<file path="src/hw/rtl/assert_macros.svh">
// ----------------------------------------------------------------------------
// assert_macros.svh
// Concurrent assertion shorthands for the packet framer RTL.
// ----------------------------------------------------------------------------
`ifndef ASSERT_MACROS_SVH
`define ASSERT_MACROS_SVH

// Check prop at every rising edge of clk while reset is released.
`define SIPF_ASSERT(label, clk, rst_n, prop, msg) \
	label: assert property (@(posedge clk) disable iff (!rst_n) prop) else $error(msg);

// Check prop at every rising edge of clk, reset included.
`define SIPF_ASSERT_ALWAYS(label, clk, prop, msg) \
	label: assert property (@(posedge clk) prop) else $error(msg);

`endif

</file>
<file path="src/hw/rtl/sipf_pkg.sv">
// ----------------------------------------------------------------------------
// sipf_pkg
// Types, constants and the CRC-16 byte step shared by the packet framer.
// ----------------------------------------------------------------------------
package sipf_pkg;

	localparam int unsigned MAX_PARAMS = 1024;
	localparam int unsigned COUNT_W    = 11;

	localparam logic [COUNT_W-1:0] COUNT_SAT     = '1;
	localparam logic [COUNT_W-1:0] MAX_COUNT     = COUNT_W'(MAX_PARAMS);
	localparam logic [15:0]        CRC_POLY      = 16'h8005;
	localparam logic [7:0]         HDR_FF        = 8'hFF;
	localparam logic [7:0]         HDR_FD        = 8'hFD;
	localparam logic [7:0]         HDR_RSV       = 8'h00;
	localparam logic [7:0]         DEVICE_ID_RST = 8'hFE;
	localparam logic [3:0]         PARAM_OFFSET  = 4'd8;

	// Byte position inside the frame
	typedef enum logic [3:0] {
		POS_HDR0   = 4'd0,
		POS_HDR1   = 4'd1,
		POS_HDR2   = 4'd2,
		POS_RSV    = 4'd3,
		POS_ID     = 4'd4,
		POS_LEN_LO = 4'd5,
		POS_LEN_HI = 4'd6,
		POS_INSTR  = 4'd7,
		POS_PARAM  = 4'd8,
		POS_CRC_LO = 4'd9,
		POS_CRC_HI = 4'd10
	} pos_t;

	typedef struct packed {
		logic [7:0]         param_byte;
		logic               first_param;
		logic               last_param;
		logic [7:0]         instruction_code;
		logic [COUNT_W-1:0] param_count;
	} item_t;

	typedef struct packed {
		logic [7:0] out_byte;
		logic       packet_end;
		logic       count_mismatch;
	} beat_t;

	function automatic logic [15:0] crc16_byte(input logic [15:0] crc, input logic [7:0] b);
		logic [15:0] c;
		c = crc ^ {b, 8'h00};
		for (int k = 0; k < 8; k++) begin
			if (c[15]) begin
				c = {c[14:0], 1'b0} ^ CRC_POLY;
			end else begin
				c = {c[14:0], 1'b0};
			end
		end
		return c;
	endfunction

endpackage

</file>
<file path="src/hw/rtl/sipf_in_reg.sv">
// ----------------------------------------------------------------------------
// sipf_in_reg
// Input item register; holds one item until the emitter retires it.
// ----------------------------------------------------------------------------
module sipf_in_reg (
	input  logic                        clk,
	input  logic                        arst_n,
	input  logic                        in_valid,
	output logic                        in_stall,
	input  sipf_pkg::item_t             in_item,
	input  logic                        done,
	output logic                        item_valid,
	output sipf_pkg::item_t             item
);
	import sipf_pkg::*;

	logic  valid_s1;
	item_t item_s1;
	logic  load;

	assign in_stall   = valid_s1 && !done;
	assign load       = in_valid && !in_stall;
	assign item_valid = valid_s1;
	assign item       = item_s1;

	always_ff @(posedge clk or negedge arst_n) begin
		if (!arst_n) begin
			valid_s1 <= 1'b0;
		end else if (load) begin
			valid_s1 <= 1'b1;
		end else if (done) begin
			valid_s1 <= 1'b0;
		end
	end

	always_ff @(posedge clk) begin
		if (load) begin
			item_s1 <= in_item;
		end
	end

endmodule

</file>
<file path="src/hw/rtl/sipf_emitter.sv">
// ----------------------------------------------------------------------------
// sipf_emitter
// Walks the held item through its frame bytes, one beat per cycle while the
// output register is ready, and keeps the CRC, byte count and packet state.
// ----------------------------------------------------------------------------
module sipf_emitter (
	input  logic              clk,
	input  logic              arst_n,
	input  logic              cfg_valid,
	input  logic [7:0]        cfg_data,
	input  logic              item_valid,
	input  sipf_pkg::item_t   item,
	input  logic              out_ready,
	output logic              beat_valid,
	output sipf_pkg::beat_t   beat,
	output logic              done
);
	import sipf_pkg::*;

	`include "assert_macros.svh"

	logic [7:0]         device_id_q;
	logic [15:0]        crc_q;
	logic [COUNT_W-1:0] seen_q;
	logic [COUNT_W-1:0] declared_q;
	logic               in_packet_q;
	logic [3:0]         idx_q;

	pos_t               pos;
	logic               skip;
	logic               emit;
	logic               is_final;
	logic [11:0]        len;
	logic [7:0]         data;
	logic [15:0]        crc_base;
	logic [COUNT_W-1:0] seen_base;
	logic               mismatch;

	assign pos       = pos_t'(item.first_param ? idx_q : idx_q + PARAM_OFFSET);
	assign skip      = item_valid && !item.first_param && !in_packet_q;
	assign emit      = item_valid && !skip && out_ready;
	assign is_final  = item.last_param ? (pos == POS_CRC_HI) : (pos == POS_PARAM);
	assign done      = skip || (emit && is_final);
	assign len       = {1'b0, item.param_count} + 12'd3;
	assign crc_base  = (pos == POS_HDR0) ? 16'h0000 : crc_q;
	assign seen_base = (seen_q == COUNT_SAT) ? seen_q : seen_q + 1'b1;
	assign mismatch  = (seen_q != declared_q) || (declared_q == '0) ||
		(declared_q > MAX_COUNT) || (seen_q == COUNT_SAT);

	always_comb begin
		unique case (pos)
			POS_HDR0, POS_HDR1: data = HDR_FF;
			POS_HDR2:           data = HDR_FD;
			POS_RSV:            data = HDR_RSV;
			POS_ID:             data = device_id_q;
			POS_LEN_LO:         data = len[7:0];
			POS_LEN_HI:         data = {4'h0, len[11:8]};
			POS_INSTR:          data = item.instruction_code;
			POS_PARAM:          data = item.param_byte;
			POS_CRC_LO:         data = crc_q[7:0];
			POS_CRC_HI:         data = crc_q[15:8];
			default:            data = 8'h00;
		endcase
	end

	assign beat_valid          = emit;
	assign beat.out_byte       = data;
	assign beat.packet_end     = (pos == POS_CRC_HI);
	assign beat.count_mismatch = (pos == POS_CRC_HI) && mismatch;

	always_ff @(posedge clk or negedge arst_n) begin
		if (!arst_n) begin
			device_id_q <= DEVICE_ID_RST;
		end else if (cfg_valid) begin
			device_id_q <= cfg_data;
		end
	end

	always_ff @(posedge clk or negedge arst_n) begin
		if (!arst_n) begin
			crc_q       <= '0;
			seen_q      <= '0;
			declared_q  <= '0;
			in_packet_q <= 1'b0;
			idx_q       <= '0;
		end else if (emit) begin
			idx_q <= is_final ? 4'd0 : idx_q + 4'd1;
			if (pos <= POS_PARAM) begin
				crc_q <= crc16_byte(crc_base, data);
			end
			if (pos == POS_HDR0) begin
				declared_q  <= item.param_count;
				seen_q      <= '0;
				in_packet_q <= 1'b1;
			end
			if (pos == POS_PARAM) begin
				seen_q <= seen_base;
			end
			if (pos == POS_CRC_HI) begin
				in_packet_q <= 1'b0;
			end
		end
	end

	`SIPF_ASSERT(a_pos_range, clk, arst_n, item_valid |-> (pos <= POS_CRC_HI), "frame position out of range")
	`SIPF_ASSERT(a_open_after_hdr, clk, arst_n, (emit && pos == POS_HDR0) |=> in_packet_q, "packet not opened after header")
	`SIPF_ASSERT(a_close_after_crc, clk, arst_n, (emit && pos == POS_CRC_HI) |=> (!in_packet_q && idx_q == 4'd0), "packet not closed after CRC")

endmodule

</file>
<file path="src/hw/rtl/sipf_out_reg.sv">
// ----------------------------------------------------------------------------
// sipf_out_reg
// Result register on the output channel; frees itself on a taken beat.
// ----------------------------------------------------------------------------
module sipf_out_reg (
	input  logic            clk,
	input  logic            arst_n,
	input  logic            beat_valid,
	input  sipf_pkg::beat_t beat,
	output logic            out_ready,
	output logic            out_valid,
	input  logic            out_stall,
	output sipf_pkg::beat_t out_beat
);
	import sipf_pkg::*;

	logic  valid_q;
	beat_t beat_q;

	assign out_ready = !valid_q || !out_stall;
	assign out_valid = valid_q;
	assign out_beat  = beat_q;

	always_ff @(posedge clk or negedge arst_n) begin
		if (!arst_n) begin
			valid_q <= 1'b0;
		end else if (out_ready) begin
			valid_q <= beat_valid;
		end
	end

	always_ff @(posedge clk) begin
		if (out_ready && beat_valid) begin
			beat_q <= beat;
		end
	end

endmodule

</file>
<file path="src/hw/rtl/servo_instruction_packet_framer_core.sv">
// ----------------------------------------------------------------------------
// servo_instruction_packet_framer_core
// The held item is registered in the input register, each beat in the output register.
// Throughput: one output beat per cycle while out_stall is low; an item holds the
// input until its last beat is emitted, with 1 beat for pass-through, 3 for last,
// 9 for first and 11 for first+last. Items outside a packet are dropped without a beat.
// Reset clears packet state and loads device id 254; no clearing pass.
// ----------------------------------------------------------------------------
module servo_instruction_packet_framer_core (
	input  logic                                clk,
	input  logic                                arst_n,
	input  logic                                cfg_valid,
	output logic                                cfg_ready,
	input  logic [7:0]                          cfg_data,
	input  logic                                in_valid,
	output logic                                in_stall,
	input  logic [7:0]                          param_byte,
	input  logic                                first_param,
	input  logic                                last_param,
	input  logic [7:0]                          instruction_code,
	input  logic [sipf_pkg::COUNT_W-1:0]        param_count,
	output logic                                out_valid,
	input  logic                                out_stall,
	output logic [7:0]                          out_byte,
	output logic                                packet_end,
	output logic                                count_mismatch
);
	import sipf_pkg::*;

	item_t in_item;
	item_t item;
	logic  item_valid;
	logic  done;
	logic  out_ready;
	logic  beat_valid;
	beat_t beat;
	beat_t out_beat;

	assign cfg_ready = 1'b1;

	assign in_item.param_byte       = param_byte;
	assign in_item.first_param      = first_param;
	assign in_item.last_param       = last_param;
	assign in_item.instruction_code = instruction_code;
	assign in_item.param_count      = param_count;

	sipf_in_reg u_in_reg (
		.clk        (clk),
		.arst_n     (arst_n),
		.in_valid   (in_valid),
		.in_stall   (in_stall),
		.in_item    (in_item),
		.done       (done),
		.item_valid (item_valid),
		.item       (item)
	);

	sipf_emitter u_emitter (
		.clk        (clk),
		.arst_n     (arst_n),
		.cfg_valid  (cfg_valid),
		.cfg_data   (cfg_data),
		.item_valid (item_valid),
		.item       (item),
		.out_ready  (out_ready),
		.beat_valid (beat_valid),
		.beat       (beat),
		.done       (done)
	);

	sipf_out_reg u_out_reg (
		.clk        (clk),
		.arst_n     (arst_n),
		.beat_valid (beat_valid),
		.beat       (beat),
		.out_ready  (out_ready),
		.out_valid  (out_valid),
		.out_stall  (out_stall),
		.out_beat   (out_beat)
	);

	assign out_byte       = out_beat.out_byte;
	assign packet_end     = out_beat.packet_end;
	assign count_mismatch = out_beat.count_mismatch;

endmodule

</file>
<file path="config.mk">
export PLATFORM = sky130hd
export DESIGN_NAME = servo_instruction_packet_framer_core
export DESIGN_NICKNAME = d
export VERILOG_FILES = /design/src/hw/rtl/sipf_pkg.sv /design/src/hw/rtl/sipf_in_reg.sv /design/src/hw/rtl/sipf_emitter.sv /design/src/hw/rtl/sipf_out_reg.sv /design/src/hw/rtl/servo_instruction_packet_framer_core.sv
export VERILOG_INCLUDE_DIRS = /design/src /design/src/hw/rtl
export SDC_FILE = /design/constraint.sdc
export NUM_CORES = 1
export LEC_CHECK = 0
export ABC_AREA = 1
export BUFFER_PORTS_ARGS = -buffer_cell sky130_fd_sc_hd__buf_4
export CORE_ASPECT_RATIO = 1.1
export CORE_MARGIN = 5
export CORE_UTILIZATION = 60
export CTS_CLUSTER_DIAMETER = 80
export DETAILED_ROUTE_END_ITERATION = 8
export PLACE_DENSITY = 0.88
export SYNTH_ARGS = -nofsm -noshare
export SYNTH_HDL_FRONTEND = slang
export SYNTH_SLANG_ARGS = --single-unit
</file>
<file path="constraint.sdc">
create_clock -name clk -period 4.9 [get_ports clk]
set_clock_uncertainty 0.2 [all_clocks]
set_input_delay 0.735 -clock clk [delete_from_list [all_inputs] [get_ports clk]]
set_output_delay 0.735 -clock clk [all_outputs]
set_load 0.05 [all_outputs]
</file>
# After elaboration in Yosys (flattened, before gate mapping)
# Cells that the tools add are included.
# word_totals
ff_bits	92
input_bits	42
word_cells	108
# classes
add_sub_neg	4
order_cmp	2
eq_ne	12
mux	34
bitwise_logic	9
n_reduce_logical	31
# ops
cell	count
2-to-1 mux 16 bit	23
case mux 8 bit (9 select lines)	1
2-to-1 mux 11 bit	3
inverter 3 bit	8
equality test 4 x 3 -> 1 bit, second input constant	4
XOR 16 bit	1
adder 11 x 2 -> 12 bit, second input constant	1
equality test 4 bit, second input constant	3
adder 11 x 1 -> 11 bit, second input constant	1
equality test 11 bit, second input constant	1
> comparator 11 bit, second input constant	1
zero test 11 bit	1
!= test 11 bit	1
logical AND 1 bit	9
2-to-1 mux 4 bit	2
zero test 1 bit	7
AND reduction 2 bit	3
nonzero test 2 bit	3
logical OR 1 bit	5
2-to-1 mux 1 bit	5
adder 4 x 1 -> 4 bit, second input constant	1
adder 4 bit, second input constant	1
equality test 4 x 1 -> 1 bit, second input constant	1
equality test 4 x 2 -> 1 bit, second input constant	1
other kinds (5)	5

# Depth between registers and ports, before layout
# Gate-level depths: netlist (run 1).
# logic_depth
depth_word	36
depth_mapped	23
ltp_nobuf	23

# Hierarchy
# A second synthesis (run 1) with hierarchy kept.
# hier_totals
cells_unflattened	546
hier_area_um2	5028.6
# modules_own_cells
mod	n_inst	cells_each	area_each_um2	seq_area_each_um2
sipf_emitter	1	493	3747.3	1285.0
sipf_in_reg	1	36	928.4	895.9
sipf_out_reg	1	15	341.6	325.3
servo_instruction_packet_framer_core	1	2	11.3	0.0

# Worst setup path before layout (run 1)
# Ideal clock, no wire load.
# synth_path
kind	reg-to-reg
start	register u_emitter.idx_q[0]
end	register u_in_reg.item_s1 (netlist bit u_in_reg.item[0]) (enable)
t_arrival_ps	2873
required_time_ps	4285
setup_slack_ps	1412
stages_incl_launch_ff	12
synth_period_minus_slack_ps	3488
path_cell_list	dfrtp_1 inv_1 ha_1 buf_2 nand3_1 inv_1 nand2_1 o21ai_0 inv_1 nor2_1 nor2_1 nor2_1
# synth_rtl
item	line_no	rtl
start: declaration	sipf_emitter.sv:27	logic [3:0] idx_q;
start signal: assignment	sipf_emitter.sv:87	idx_q <= is_final ? 4'd0 : idx_q + 4'd1;
end signal: assignment	sipf_in_reg.sv:38	item_s1 <= in_item;
end: declaration	sipf_in_reg.sv:18	item_t item_s1;

# Worst setup path in the final report (run 1)
# layout_path
start	register u_emitter.idx_q[0]
end	output port in_stall
# layout_between
elab_chain_cells	8
elab_cells_between_ends	9
cone_classes	1 x add/sub; 2 x eq/ne; 2 x mux; 4 x reduce/logical
# layout_rtl
item	line_no	rtl
adder 4 bit	sipf_emitter.sv:39	assign pos = pos_t'(item.first_param ? idx_q : idx_q + PARAM_OFFSET);
2-to-1 mux 4 bit *	sipf_emitter.sv:39	
equality test 4 bit	sipf_emitter.sv:42	assign is_final = item.last_param ? (pos == POS_CRC_HI) : (pos == POS_PARAM);
2-to-1 mux 1 bit *	sipf_emitter.sv:42	
logical AND 1 bit *	sipf_emitter.sv:43	assign done = skip || (emit && is_final);
logical OR 1 bit *	sipf_emitter.sv:43	
zero test 1 bit *	sipf_in_reg.sv:21	assign in_stall = valid_s1 && !done;
logical AND 1 bit *	sipf_in_reg.sv:21	
end: declaration	servo_instruction_packet_framer_core.sv:16	output logic in_stall,
# Every way passes the cells marked *; elsewhere a longest branch is shown, timed or not.

==> results of run 1 <==
per-stage QoR:
stage | cells | hold WS [ns] | worst slack [ns] | area [um2]
6_report | 753 | 0.195 | 1.33 | 5700
5_1_grt | 753 | 0.242 | 1.15 | 5700
4_1_cts | 753 | 0.210 | 1.35 | 5700
3_5_place_dp | 737 | 0.310 | 1.62 | 5520
3_3_place_gp | 737 | 0.295 | 1.86 | 5520
2_1_floorplan | 592 | 0.239 | 1.41 | 5090
power by group through the flow:
stage	sequential (mW)	combinational (mW)	clock (mW)
4_1_cts	1.29	2.02	0.492
6_report	1.30	2.05	0.486
3_5_place_dp	1.30	2.02	0
3_3_place_gp	1.30	1.93	0
5_1_grt	1.33	2.29	0.533
2_1_floorplan	1.38	1.47	0
synth_stat cells (2+ instances only):
cell and number:
nor4_1 4, inv_2 4, xor2_1 10, a31oi_1 7
nor2_2 13, dfrtp_1 46, buf_6 3, o21ai_1 3
inv_1 58, dfstp_2 7, nor3_1 3, nand3_1 40
mux2_2 8, ha_1 6, nand2_2 18, o21a_1 2
a21oi_1 8, nand2_1 152, edfxtp_1 39, nand3_2 8
nor2_1 33, nor2_4 4, xnor2_1 3, o21ai_0 37
buf_2 11, nand4_1 44, o31ai_1 2, clkbuf_1 5
kinds of logic after synthesis:
logic type / share of synthesized area
AOI/OAI and AO/OA: 0.0716
DFF: 0.493
buffers and inverters: 0.0691
other: 0.000737
muxes: 0.0177
and+or+nand+nor: 0.311
xor gates and xnor gates: 0.0224
adders and majority gates: 0.0148
layout make-up:
class / count / area [um2]
Clock buffer: 9 / 124
Clock inverter: 7 / 58.8
Fill cell: 657 / 2620
Inverter: 63 / 236
Multi-Input combinational cell: 417 / 2230
Sequential cell: 92 / 2510
Tap cell: 111 / 139
Timing Repair Buffer: 54 / 405
state kept, by name (all words and copies together), names as in the netlist:
name and cells:
u_emitter.crc_q 16, u_emitter.declared_q 11, u_emitter.device_id_q 8, u_emitter.idx_q 4, u_emitter.in_packet_q 1, u_emitter.seen_q 11, u_in_reg.item 29, u_in_reg.item_valid 1
u_out_reg.out_beat 10, u_out_reg.out_valid 1
metal layers:
layer | up-vias | global-route usage | share of wire
met5 | - | 0 | 0
met1 | 2047 | 0.309 | 0.40
li1 | 2080 | - | -
met4 | 0 | 0.123 | 0.037
met2 | 198 | 0.422 | 0.50
met3 | 36 | 0.0397 | 0.059
worst paths after layout:
kind | startpoint | endpoint | slack, ns | cells after the start
max reg2reg | u_emitter.idx_q[0] | u_in_reg.item[12] | 1.48 | 9
min in group clk | param_byte[4] | u_in_reg.item[25] | 0.32 | 1
min reg2reg | u_emitter.declared_q[8] | u_emitter.declared_q[8] | 0.33 | 2
max in group asynchronous | arst_n | u_emitter.idx_q[2] | 3.84 | 1
min | arst_n | u_emitter.seen_q[7] | 0.20 | 1
max | u_emitter.idx_q[0] | in_stall | 1.33 | 8
worst max-delay path, delay by kind of cell, from the launching register on:
| kind | cells | cell delay (ns) |
|---|---|---|
| adder cells (fa/ha/maj) | 1 | 0.57 |
| AO/OA/AOI/OAI | 1 | 0.25 |
| buffers and inverters | 3 | 0.49 |
| AND/OR/NAND/NOR | 3 | 0.55 |
| flip-flops | 1 | 0.43 |
==> key figures, run 1 <==
Routing
  – Initial DRC count: 382
  – Routed wire length: 12,100 um
  – Via count: 4,361
  – DRC: 0
  – Post-route ant nets: 0
  – First-pass detailed-route iteration total: 5
  – Routed vias/inst: 5.79
  – Wirelength per Cell: 16.0 um

Clocking
  – Longest Clk Path Bufs: 2
  – Worst-Skew Late Latency: 0.38 ns
  – Clk sink count: 92
  – CTS Hold Bufs: 0
  – CTS root buffer: clkbuf_8
  – CTS Buf Count: 9
  – Worst-path clk slew: 0.09 ns
  – Post-CTS sizing: 0
  – CTS tree: done
  – H-tree Lvls: 3
  – Setup Buffers After CTS: 0

Logic synthesis
  – Syn_area_per_cell: 8.59 um2
  – Fraction of registers with async set/reset: 0.576
  – Syn. warnings: 0
  – Yosys cell types: 42
  – Synth top area share: 0.230
  – Primary FF master, synth: dfrtp_1
  – Synth area leader: edfxtp_1
  – Top post-synthesis cells by area: edfxtp_1 23%, dfrtp_1 23%, nand2_1 11%, nand4_1 5.4%, inv_1 4.3%
  – Syn Inst Count: 592
  – Synthesized area: 5090 um2
  – Post-synth EDFFs: 39
  – Syn Nets: 640
  – Sequential area share after synthesis: 0.493
  – #FFs+latches synth: 92

Pwr
  – Sequential share of power: 0.339
  – Switching part of the total: 0.499
  – Leak pwr: 2.70 nW
  – Worst vdd ir: 307 uV
  – Internal power: 1.92 mW
  – Clock Power Share: 0.127
  – Combinational Power Share: 0.534
  – Pwr dens: 673 nW/um2
  – Net Sw Power: 1.91 mW
  – Overall Power: 3.84 mW

Cells and area
  – Most common cell after layout, fill and taps aside: nand2_1
  – Layout cells sized above 1: 0.217
  – Final #Nets: 685
  – # diodes: 0
  – Area delta synth->final: 12.1%
  – Most frequent cells in the layout: 152 x nand2_1, 58 x inv_1, 54 x buf_4, 46 x dfrtp_1, 44 x nand4_1
  – Fin util: 0.685

Worst setup path
  – Crit end category: primary output
  – Slowest cell delay on critical path: 0.57 ns
  – Crit path cell chain: inv_1 -> ha_1 -> nand3_1 -> o21ai_0 -> inv_1 -> nor2_1 -> nor2_1 -> buf_4
  – Crit Path Max Fanout: 18
  – Setup Crit Path Kind: flip-flop to primary output
  – Critical path arrival: 2.64 ns
  – Startpoint type of the worst setup path: flip-flop
  – WP data required: 3.96 ns
  – Slowest cell on crit path: ha_1

GRT
  – Initial antenna violation count: 0
  – Number of global-route vias before repair: 4,352
  – First-pass GRT wire length: 20,700 um
  – Largest net degree at the start of global routing: 54
  – GRT Total Usage: 0.248
  – Grt ovf: 0

Timing
  – RSZ-0062 raised after global routing: false
  – Setup violators final: 0
  – Setup TNS: 0 ns
  – FMAX: 280 MHz
  – Tcrit/Tclk final: 0.729
  – Final Hold Fails: 0
  – Slew Limit Fails: 0
  – Worst-margin pin slew: 0.694 ns
  – Min Tclk post-route: 3.57 ns
  – Max_slew headroom: 0.537

Status
  – Run status: finished, final reports clean

Die
  – Die W: 97.8 um
  – # IOs: 55
  – Die area: 10,400 um2
  – Core area: 8320 um2
  – Initial Util: 0.611
  – Row cnt: 35
  – Die height: 107 um

Min path
  – Hold Crit Class: input port to async pin

Placement
  – Final GP Congestion: 0.950
  – HPWL after DPL: 9160 um
  – IO buf count: 53

Flow run
  – Max Cap Viol: 0
No activity file was read; power rests on OpenSTA's default activity.
==> inputs of run 2 (changes only) <==
- CORE_UTILIZATION: 60 -> 59
- PLACE_DENSITY: 0.88 -> 0.87
- clock period: 4.9 -> 3.6 ns (I/O delays scaled with it)
==> run 2 against run 1 <==
Effect of this change: the flow now finishes with violations (hold timing); total power increased by 36%; clock power increased by 26%; register-to-register slack got worse by 0.91 ns; design area increased by 0.44%; sequential share of layout area decreased by 0.19 points.
==> key figures, run 2 (same netlist as run 1, synthesis figures left out) <==
Status
  – Run status: finished with violations
  – Failing checks: hold timing

Die
  – Die height: 107 um
  – Core area: 8410 um2
  – Die W: 98.5 um
  – # IOs: 55
  – Row cnt: 35
  – Die area: 10,600 um2
  – Initial Util: 0.605

Clocking
  – CTS Hold Bufs: 0
  – CTS tree: done
  – Worst-Skew Late Latency: 0.37 ns
  – CTS Buf Count: 9
  – H-tree Lvls: 3
  – CTS root buffer: clkbuf_8
  – Setup Buffers After CTS: 0
  – Clk sink count: 92
  – Longest Clk Path Bufs: 2
  – Worst-path clk slew: 0.09 ns
  – Post-CTS sizing: 0

Pwr
  – Pwr dens: 914 nW/um2
  – Worst vdd ir: 399 uV
  – Overall Power: 5.23 mW
  – Leak pwr: 2.71 nW

Routing
  – Routed wire length: 12,100 um
  – Post-route ant nets: 0
  – Wirelength per Cell: 15.9 um
  – Initial DRC count: 412
  – Via count: 4,372
  – Routed vias/inst: 5.77
  – First-pass detailed-route iteration total: 5
  – DRC: 0

Worst setup path
  – Reg2reg setup slack: 0.57 ns
  – Crit Path Max Fanout: 18
  – FF-to-FF Start: u_emitter.idx_q[0]
  – Reg2reg end: u_emitter.crc_q[15]
  – Path depth of the worst reg2reg path: 15
  – Crit end category: primary output
  – Setup Crit Path Kind: flip-flop to primary output
  – Startpoint type of the worst setup path: flip-flop
  – WP data required: 2.86 ns
  – Critical path arrival: 2.60 ns

Timing
  – Setup violators final: 0
  – Final Hold Fails: 1
  – Min Tclk post-route: 3.34 ns
  – Tcrit/Tclk final: 0.928
  – Worst-margin pin slew: 0.684 ns
  – RSZ-0062 raised after global routing: false
  – Max_slew headroom: 0.544
  – FMAX: 299 MHz
  – Slew Limit Fails: 0
  – Setup TNS: 0 ns
  – Final hold slack: -0.00115 ns

Cells and area
  – Final #Nets: 690
  – Most frequent cells in the layout: 152 x nand2_1, 59 x buf_4, 58 x inv_1, 46 x dfrtp_1, 44 x nand4_1
  – Most common cell after layout, fill and taps aside: nand2_1
  – Area delta synth->final: 12.6%
  – # diodes: 0
  – Largest register FFs: 29
  – Filler cell count: 695
  – Layout cells sized above 1: 0.219

Placement
  – IO buf count: 53
  – HPWL after DPL: 9230 um
  – Final GP Congestion: 0.938

GRT
  – First-pass GRT wire length: 20,100 um
  – GRT Total Usage: 0.239
  – Number of global-route vias before repair: 4,235
  – Initial antenna violation count: 0
  – Grt ovf: 0
  – Largest net degree at the start of global routing: 54

Flow run
  – Max Cap Viol: 0

Min path
  – Hold Crit Class: input port to async pin
[run 2: where the power goes]
part / internal [mW] / switching, mW / total [mW]
combinational: 0.893 / 1.99 / 2.88
sequential: 1.48 / 0.257 / 1.74
clock: 0.252 / 0.361 / 0.613
total: 2.63 / 2.60 / 5.23
[run 2: stage by stage]
stage / std cells / utilization / worst slack [ns] / area [um2]
6_report: 758 / 0.681 / 0.259 / 5730
5_1_grt: 758 / 0.681 / 0.0233 / 5730
4_1_cts: 758 / 0.681 / 0.292 / 5730
3_5_place_dp: 742 / 0.661 / 0.656 / 5560
3_3_place_gp: 742 / 0.661 / 0.747 / 5560
2_1_floorplan: 592 / - / 0.112 / 5090
[run 2: critical path, cell delays in order (launching register included)]
cell and delay, ns:
dfrtp_1 0.41, inv_1 0.12, ha_1 0.54, nand3_1 0.29, o21ai_0 0.27, inv_1 0.13, nor2_1 0.18, nor2_1 0.09
buf_4 0.20
[run 2: worst max-delay path by stage]
| stage | start | end | slack (ns) | depth (start not counted) |
|---|---|---|---|---|
| global placement | u_emitter.idx_q[0] | u_emitter.seen_q[6] | 0.75 | 11 |
| detailed placement | u_emitter.idx_q[1] | u_emitter.crc_q[0] | 0.66 | 15 |
| floorplan | u_emitter.idx_q[0] | u_in_reg.item[0] | 0.11 | 11 |
| global route | u_emitter.idx_q[1] | in_stall | 0.02 | 8 |
| finish | u_emitter.idx_q[0] | in_stall | 0.26 | 8 |
| CTS | u_emitter.idx_q[1] | in_stall | 0.29 | 8 |
[run 2: layer usage]
| layer | part of all wire | wire (um) | global-route usage |
|---|---|---|---|
| met5 | 0 | 0 | 0 |
| met4 | 0.030 | 359 | 0.0859 |
| met3 | 0.058 | 703 | 0.0408 |
| met2 | 0.50 | 6000 | 0.405 |
| met1 | 0.42 | 5020 | 0.308 |
[run 2: cell type report]
class                           count  area [um2]  area share
Clock buffer                       11         131      0.0229
Clock inverter                      5        38.8     0.00677
Inverter                           63         236      0.0413
Multi-Input combinational cell    417        2230       0.390
Sequential cell                    92        2510       0.438
Tap cell                          111         139      0.0243
Timing Repair Buffer               59         443      0.0773
